--- config.mk ---
export PLATFORM = sky130hd
export DESIGN_NAME = frct_cell
export DESIGN_NICKNAME = d
export VERILOG_FILES = /design/src/assert_macros.svh /design/src/frct_pkg.sv /design/src/frct_cell.sv
export SDC_FILE = /design/constraint.sdc
export NUM_CORES = 1
export LEC_CHECK = 0
export BUFFER_PORTS_ARGS = -buffer_cell sky130_fd_sc_hd__buf_4
export CAP_MARGIN = 20
export CORE_MARGIN = 2
export CORE_UTILIZATION = 45
export CTS_BUF_LIST = sky130_fd_sc_hd__clkbuf_8
export DETAILED_ROUTE_END_ITERATION = 8
export PLACE_DENSITY = 0.77
export SYNTH_ARGS = -nofsm -noshare
export SYNTH_HDL_FRONTEND = slang
export SYNTH_SLANG_ARGS = --single-unit
export TNS_END_PERCENT = 100
--- constraint.sdc ---
create_clock -name clk_i -period 11.35 [get_ports clk_i]
set_input_delay 0.5675 -clock clk_i [delete_from_list [all_inputs] [get_ports clk_i]]
set_output_delay 0.5675 -clock clk_i [all_outputs]
set_load 0.1 [all_outputs]
--- src/assert_macros.svh ---
// ----------------------------------------------------------------------------
// Assertion macros
// Concurrent assertion helpers; they expand to nothing in synthesis builds.
// ----------------------------------------------------------------------------
`ifndef ASSERT_MACROS_SVH
`define ASSERT_MACROS_SVH
`ifndef SYNTHESIS
// property must hold at every clock edge outside reset
`define FRCT_ASSERT(label, prop) \
  label: assert property (@(posedge clk_i) disable iff (!rst_ni) (prop)) \
    else $error("frct assertion failed");
// condition must never hold
`define FRCT_ASSERT_NEVER(label, cond) `FRCT_ASSERT(label, !(cond))
`else
`define FRCT_ASSERT(label, prop)
`define FRCT_ASSERT_NEVER(label, cond)
`endif
`endif

--- src/frct_pkg.sv ---
// ----------------------------------------------------------------------------
// frct_pkg
// Shared types, widths and codes of the free range coalescing table.
// ----------------------------------------------------------------------------
`timescale 1ns / 1ps

package frct_pkg;

  localparam int MAX_ENTRIES_DEF = 64;
  localparam int PAGE_SHIFT_DEF  = 12;

  localparam int KIND_W   = 2;
  localparam int TYPE_W   = 5;
  localparam int START_W  = 52;
  localparam int PAGES_W  = 40;
  localparam int IDX_W    = 6;
  localparam int STATUS_W = 3;
  localparam int BASE_W   = 52;
  localparam int LEN_W    = 53;
  localparam int CNT_W    = 7;
  localparam int MASK_W   = 32;

  localparam int APB_DW = 64;
  localparam int APB_AW = 4;

  localparam logic [BASE_W-1:0] FLOOR_RST = BASE_W'(64'h10_0000);
  localparam logic [MASK_W-1:0] MASK_RST  = MASK_W'(158);

  typedef enum logic [KIND_W-1:0] {
    KIND_INSERT = 2'd0,
    KIND_READ   = 2'd1,
    KIND_CLEAR  = 2'd2
  } kind_e;

  typedef enum logic [STATUS_W-1:0] {
    ST_MERGED    = 3'd0,
    ST_APPENDED  = 3'd1,
    ST_TYPE_SKIP = 3'd2,
    ST_EMPTY     = 3'd3,
    ST_FULL      = 3'd4,
    ST_READ_OK   = 3'd5,
    ST_READ_OOR  = 3'd6,
    ST_CLEARED   = 3'd7
  } status_e;

  typedef enum logic {
    REG_FLOOR     = 1'b0,
    REG_TYPE_MASK = 1'b1
  } reg_e;

  typedef struct packed {
    logic [KIND_W-1:0]  kind;
    logic [TYPE_W-1:0]  mem_type;
    logic [START_W-1:0] phys_start;
    logic [PAGES_W-1:0] page_count;
    logic [IDX_W-1:0]   read_index;
  } req_t;

  typedef struct packed {
    logic [STATUS_W-1:0] status;
    logic [IDX_W-1:0]    entry_index;
    logic [BASE_W-1:0]   entry_base;
    logic [LEN_W-1:0]    entry_length;
    logic [CNT_W-1:0]    entry_count;
  } rsp_t;

  // request token walking down the cell chain
  typedef struct packed {
    logic               valid;
    logic               is_read;
    logic               hit;
    logic               appended;
    logic [BASE_W-1:0]  start;
    logic [LEN_W-1:0]   range_end;
    logic [IDX_W-1:0]   read_idx;
    logic [IDX_W-1:0]   idx;
    logic [BASE_W-1:0]  base;
    logic [LEN_W-1:0]   length;
  } token_t;

endpackage

--- src/frct_cell.sv ---
// ----------------------------------------------------------------------------
// frct_cell
// One table entry: checks the passing token against its range, merges,
// appends or returns its entry, and hands the token on in the next cycle.
// ----------------------------------------------------------------------------
`timescale 1ns / 1ps

module frct_cell #(
  parameter int IDX = 0,
  parameter int CW  = 7
) (
  input  logic             clk_i,
  input  logic             rst_ni,
  input  logic [CW-1:0]    count_i,
  input  frct_pkg::token_t tok_i,
  output frct_pkg::token_t tok_o
);
  import frct_pkg::*;

  localparam logic [CW-1:0]    MyIdx    = CW'(IDX);
  localparam logic [IDX_W-1:0] MyTag    = IDX_W'(IDX);
  localparam logic             Readable = (IDX < (1 << IDX_W));

  logic [BASE_W-1:0] base_q;
  logic [LEN_W-1:0]  len_q;
  token_t            tok_d, tok_q;

  logic [LEN_W:0]    cur_end, new_end, new_start_x, tok_start_x, tok_end_x, diff;
  logic [BASE_W-1:0] new_start;
  logic              live, overlap, wr_merge, wr_app;

  always_comb begin
    cur_end     = {2'b00, base_q} + {1'b0, len_q};
    tok_start_x = {2'b00, tok_i.start};
    tok_end_x   = {1'b0, tok_i.range_end};
    live        = (MyIdx < count_i);
    overlap     = !((cur_end < tok_start_x) || (tok_end_x < {2'b00, base_q}));
    new_end     = (tok_end_x > cur_end) ? tok_end_x : cur_end;
    new_start   = (tok_i.start < base_q) ? tok_i.start : base_q;
    new_start_x = {2'b00, new_start};
    diff        = new_end - new_start_x;

    tok_d    = tok_i;
    wr_merge = 1'b0;
    wr_app   = 1'b0;
    if (tok_i.valid && !tok_i.hit) begin
      if (tok_i.is_read) begin
        if (Readable && live && (tok_i.read_idx == MyTag)) begin
          tok_d.hit    = 1'b1;
          tok_d.idx    = MyTag;
          tok_d.base   = base_q;
          tok_d.length = len_q;
        end
      end else if (live && overlap) begin
        wr_merge     = 1'b1;
        tok_d.hit    = 1'b1;
        tok_d.idx    = MyTag;
        tok_d.base   = new_start;
        tok_d.length = diff[LEN_W-1:0];
      end else if (MyIdx == count_i) begin
        // first free slot and nothing matched above: append here
        wr_app         = 1'b1;
        tok_d.hit      = 1'b1;
        tok_d.appended = 1'b1;
        tok_d.idx      = MyTag;
        tok_d.base     = tok_i.start;
        tok_d.length   = tok_i.range_end - {1'b0, tok_i.start};
      end
    end
  end

  always_ff @(posedge clk_i) begin
    if (wr_merge || wr_app) begin
      base_q <= tok_d.base;
      len_q  <= tok_d.length;
    end
  end

  always_ff @(posedge clk_i or negedge rst_ni) begin
    if (!rst_ni) begin
      tok_q <= '0;
    end else begin
      tok_q <= tok_d;
    end
  end

  assign tok_o = tok_q;

endmodule

==> results.cfg <==
[clock_network]
cts_tree = built
cts.clk_slew.worst_paths_ns = 0.07
h-tree-depth = 2
cts_sinks = 331
cts-root-buf = clkbuf_8
hold_buffers = 13
numCtsBuffers = 58
post_cts_buffers = 0
cts_buffer_depth = 3
clk_latency_ns = 0.69
ctsResizeCount = 0

[global_route]
use_met2 = 0.499
grt_antenna_before_repair = 11
grtUsageMet1 = 0.437
grt_max_degree = 166
grt_pass1_wl_mm = 158
grt_use_total = 0.321
grt_pass1_vias = 26000
grt-busiest-layer = met2
grt-ovfl-total = 0
met3_usage = 0.0645

[cells_and_area]
final_core_util = 0.543
seqCellArea_sq_mm = 0.00881
area_growth_pct = 19.9
multi_input_area_sq_mm = 0.0177
final_nets = 4181
num-fill-cells = 5634
drive_above_1_share = 0.172

[route]
drt-total-wl_mm = 105
vias = 27400
firstDrtPassIters = 6
ant_nets = 0
drt_iter0_drc = 3077
via_per_inst = 6.20
route.detailed.drc = 0
wl_per_cell_um = 23.7

[place]
io_buffers = 460
finalWeightedCongestion = 1.00
hpwlAfterDp_mm = 79.9

[yosys]
synth_commonest_cells = 403 x a21oi_1, 358 x ha_1, 238 x nor2_1
synth_cells = 3172
yosysSeqAreaShare = 0.317
synth_edf_count = 105
yosys_register_bits = 331
yosysWarnings = 0
yosys-top-cells-area = dfrtp_1 20%, ha_1 16%, edfxtp_1 11%
synth_area_sq_mm = 0.0278
post-synth-top-count-cell = a21oi_1
yosysUniqueCellTypes = 86
netlist.area_leader.share = 0.203
syn_area_per_cell_sq_um = 8.77
async_flop_share = 0.683
yosys.area.top_type = dfrtp_1
syn_nets = 3768
synth_ff_type = dfrtp_1

[critical_path]
crit_required_ns = 11.76
crit_path_max_fanout = 34
cp-end-kind = register
critPathMaxStageDelay_ns = 0.74
cp.arrival_ns = 11.02
r2r_slack_ns = 0.74
crit_type = reg -> reg
r2r-start = base_q[0]$_DFFE_PP_
r2r_end = len_q[52]$_DFFE_PP_
slowest_stage = or2_2
endpoint = len_q[52]$_DFFE_PP_
worstSetupStartpoint = base_q[0]$_DFFE_PP_
r2r_cells = 37
start_kind = register
cpMostUsedCell = a21oi_1

[worst_hold_path]
hp-class = in -> reg

[timing]
fin_crit_sh = 0.935
hold_viol = 0
relSlewSlack = 0.257
drv_slew = 0
clock_skew_ns = 0.0438
rsz0062_at_grt = false
finalSetupViolCount = 0
fin_tns_setup_ns = 0
min_period_ns = 10.61
worst-slew-pin-transition_ns = 1.11
maxClockFrequency_mhz = 94.3

[pwr]
p_int_mw = 2.64
p_per_area_mw_per_mm2 = 139
leakage_nw = 15.7
p_sw_mw = 2.01
clock_power_share = 0.262
power_frac_comb = 0.448
ir_worst_vdd_mv = 0.123
switching_share = 0.433
pwr-share-seq = 0.290
power_mw = 4.65

[floorplanning]
die_w_um = 253
coreArea_sq_mm = 0.0614
num_rows = 91
start_util = 0.453
die_area_sq_mm = 0.0638
io_pins = 461
die_y_um = 253

[flow_run]
cap_violations = 0

[run_status]
outcome = finished clean
-- sequential cells by signal, indices dropped and copies added, names as in the netlist --
register  count
base_q       52
tok_o       226
len_q        53
-- routing by layer --
layer | routed length [um] | part of all wire | vias to the layer above
met5 | 103 | 0.00098 | -
met4 | 4280 | 0.041 | 16
met3 | 10700 | 0.10 | 248
met2 | 46400 | 0.44 | 1544
met1 | 43600 | 0.41 | 13000
li1 | - | - | 12600
-- power groups by stage --
| stage | logic (mW) | registers (mW) | clock network [mW] |
|---|---|---|---|
| detailed placement | 2.04 | 1.37 | 0 |
| finish | 2.08 | 1.35 | 1.22 |
| floorplan | 1.01 | 1.81 | 0 |
| CTS | 2.05 | 1.35 | 1.24 |
| global route | 2.23 | 1.35 | 1.29 |
| global placement | 2.03 | 1.37 | 0 |
-- cell type report --
cell class              count  share of cell area
repair buffers            501               0.115
well taps                 790              0.0296
flip-flops and latches    331               0.264
clock buffers              72              0.0297
diodes                      2            0.000150
inverters                 197              0.0222
clock inverters            37             0.00814
multi-input cells        2496               0.531
-- cells by family after synthesis --
logic type / Yosys count / share of synthesized area
buffers and inverters: 345 / 0.0497
and+or+nand+nor: 770 / 0.131
muxes: 84 / 0.0326
DFF: 331 / 0.317
xor gates and xnor gates: 140 / 0.0448
AOI/OAI and AO/OA: 1139 / 0.261
adders and majority gates: 363 / 0.164
-- layout by cell type (no fill, tap or decap), types with 31 or more instances in the layout --
cell type,count
inv_1,213
o21ai_0,153
clkbuf_8,72
mux2_1,48
nand4_1,46
edfxtp_1,105
xor2_1,54
dfrtp_1,226
a21o_1,136
nand3_1,96
nand2_1,189
nor2b_1,33
a211oi_1,48
a21oi_1,402
o22ai_1,69
nor3_1,33
xnor2_1,84
ha_1,358
nor2_1,237
buf_4,483
mux2i_1,31
o31ai_1,103
-- metrics by stage --
| step | instance area (sq um) | hold slack, ns | std cells | worst slack (ns) |
|---|---|---|---|---|
| floorplan | 27800 | 0.272 | 3172 | 1.40 |
| global placement | 31900 | 0.628 | 4300 | 1.24 |
| detailed placement | 31900 | 0.645 | 4301 | 0.935 |
| CTS | 33300 | 0.00205 | 4423 | 0.912 |
| global route | 33300 | 0.0129 | 4426 | 0.224 |
| finish | 33300 | 0.0381 | 4426 | 0.741 |
-- critical path: cells and delay by family, from the launching register on --
family          cells  cell delay [ns]
compound gates     16             4.48
simple gates       12             3.22
fa+ha+maj           4             1.27
flops               1             0.41
mux                 1             0.39
buf+inv             3             0.36
xor+xnor            1             0.21
-- how the worst min path moves through the flow --
stage                   startpoint  cells past startpoint  slack (ns)              endpoint
3_5_place_dp   len_q[24]$_DFFE_PP_                      2        0.65   tok_o[24]$_DFF_PN0_
2_1_floorplan               rst_ni                      0        0.27    tok_o[0]$_DFF_PN0_
4_1_cts                 tok_i[187]                      1       0.002  tok_o[187]$_DFF_PN0_
5_1_grt                 tok_i[187]                      1        0.01  tok_o[187]$_DFF_PN0_
6_report                tok_i[207]                      1        0.04  tok_o[207]$_DFF_PN0_
3_3_place_gp   len_q[24]$_DFFE_PP_                      2        0.63   tok_o[24]$_DFF_PN0_
Note: power is estimated with default switching activity, not from simulation.
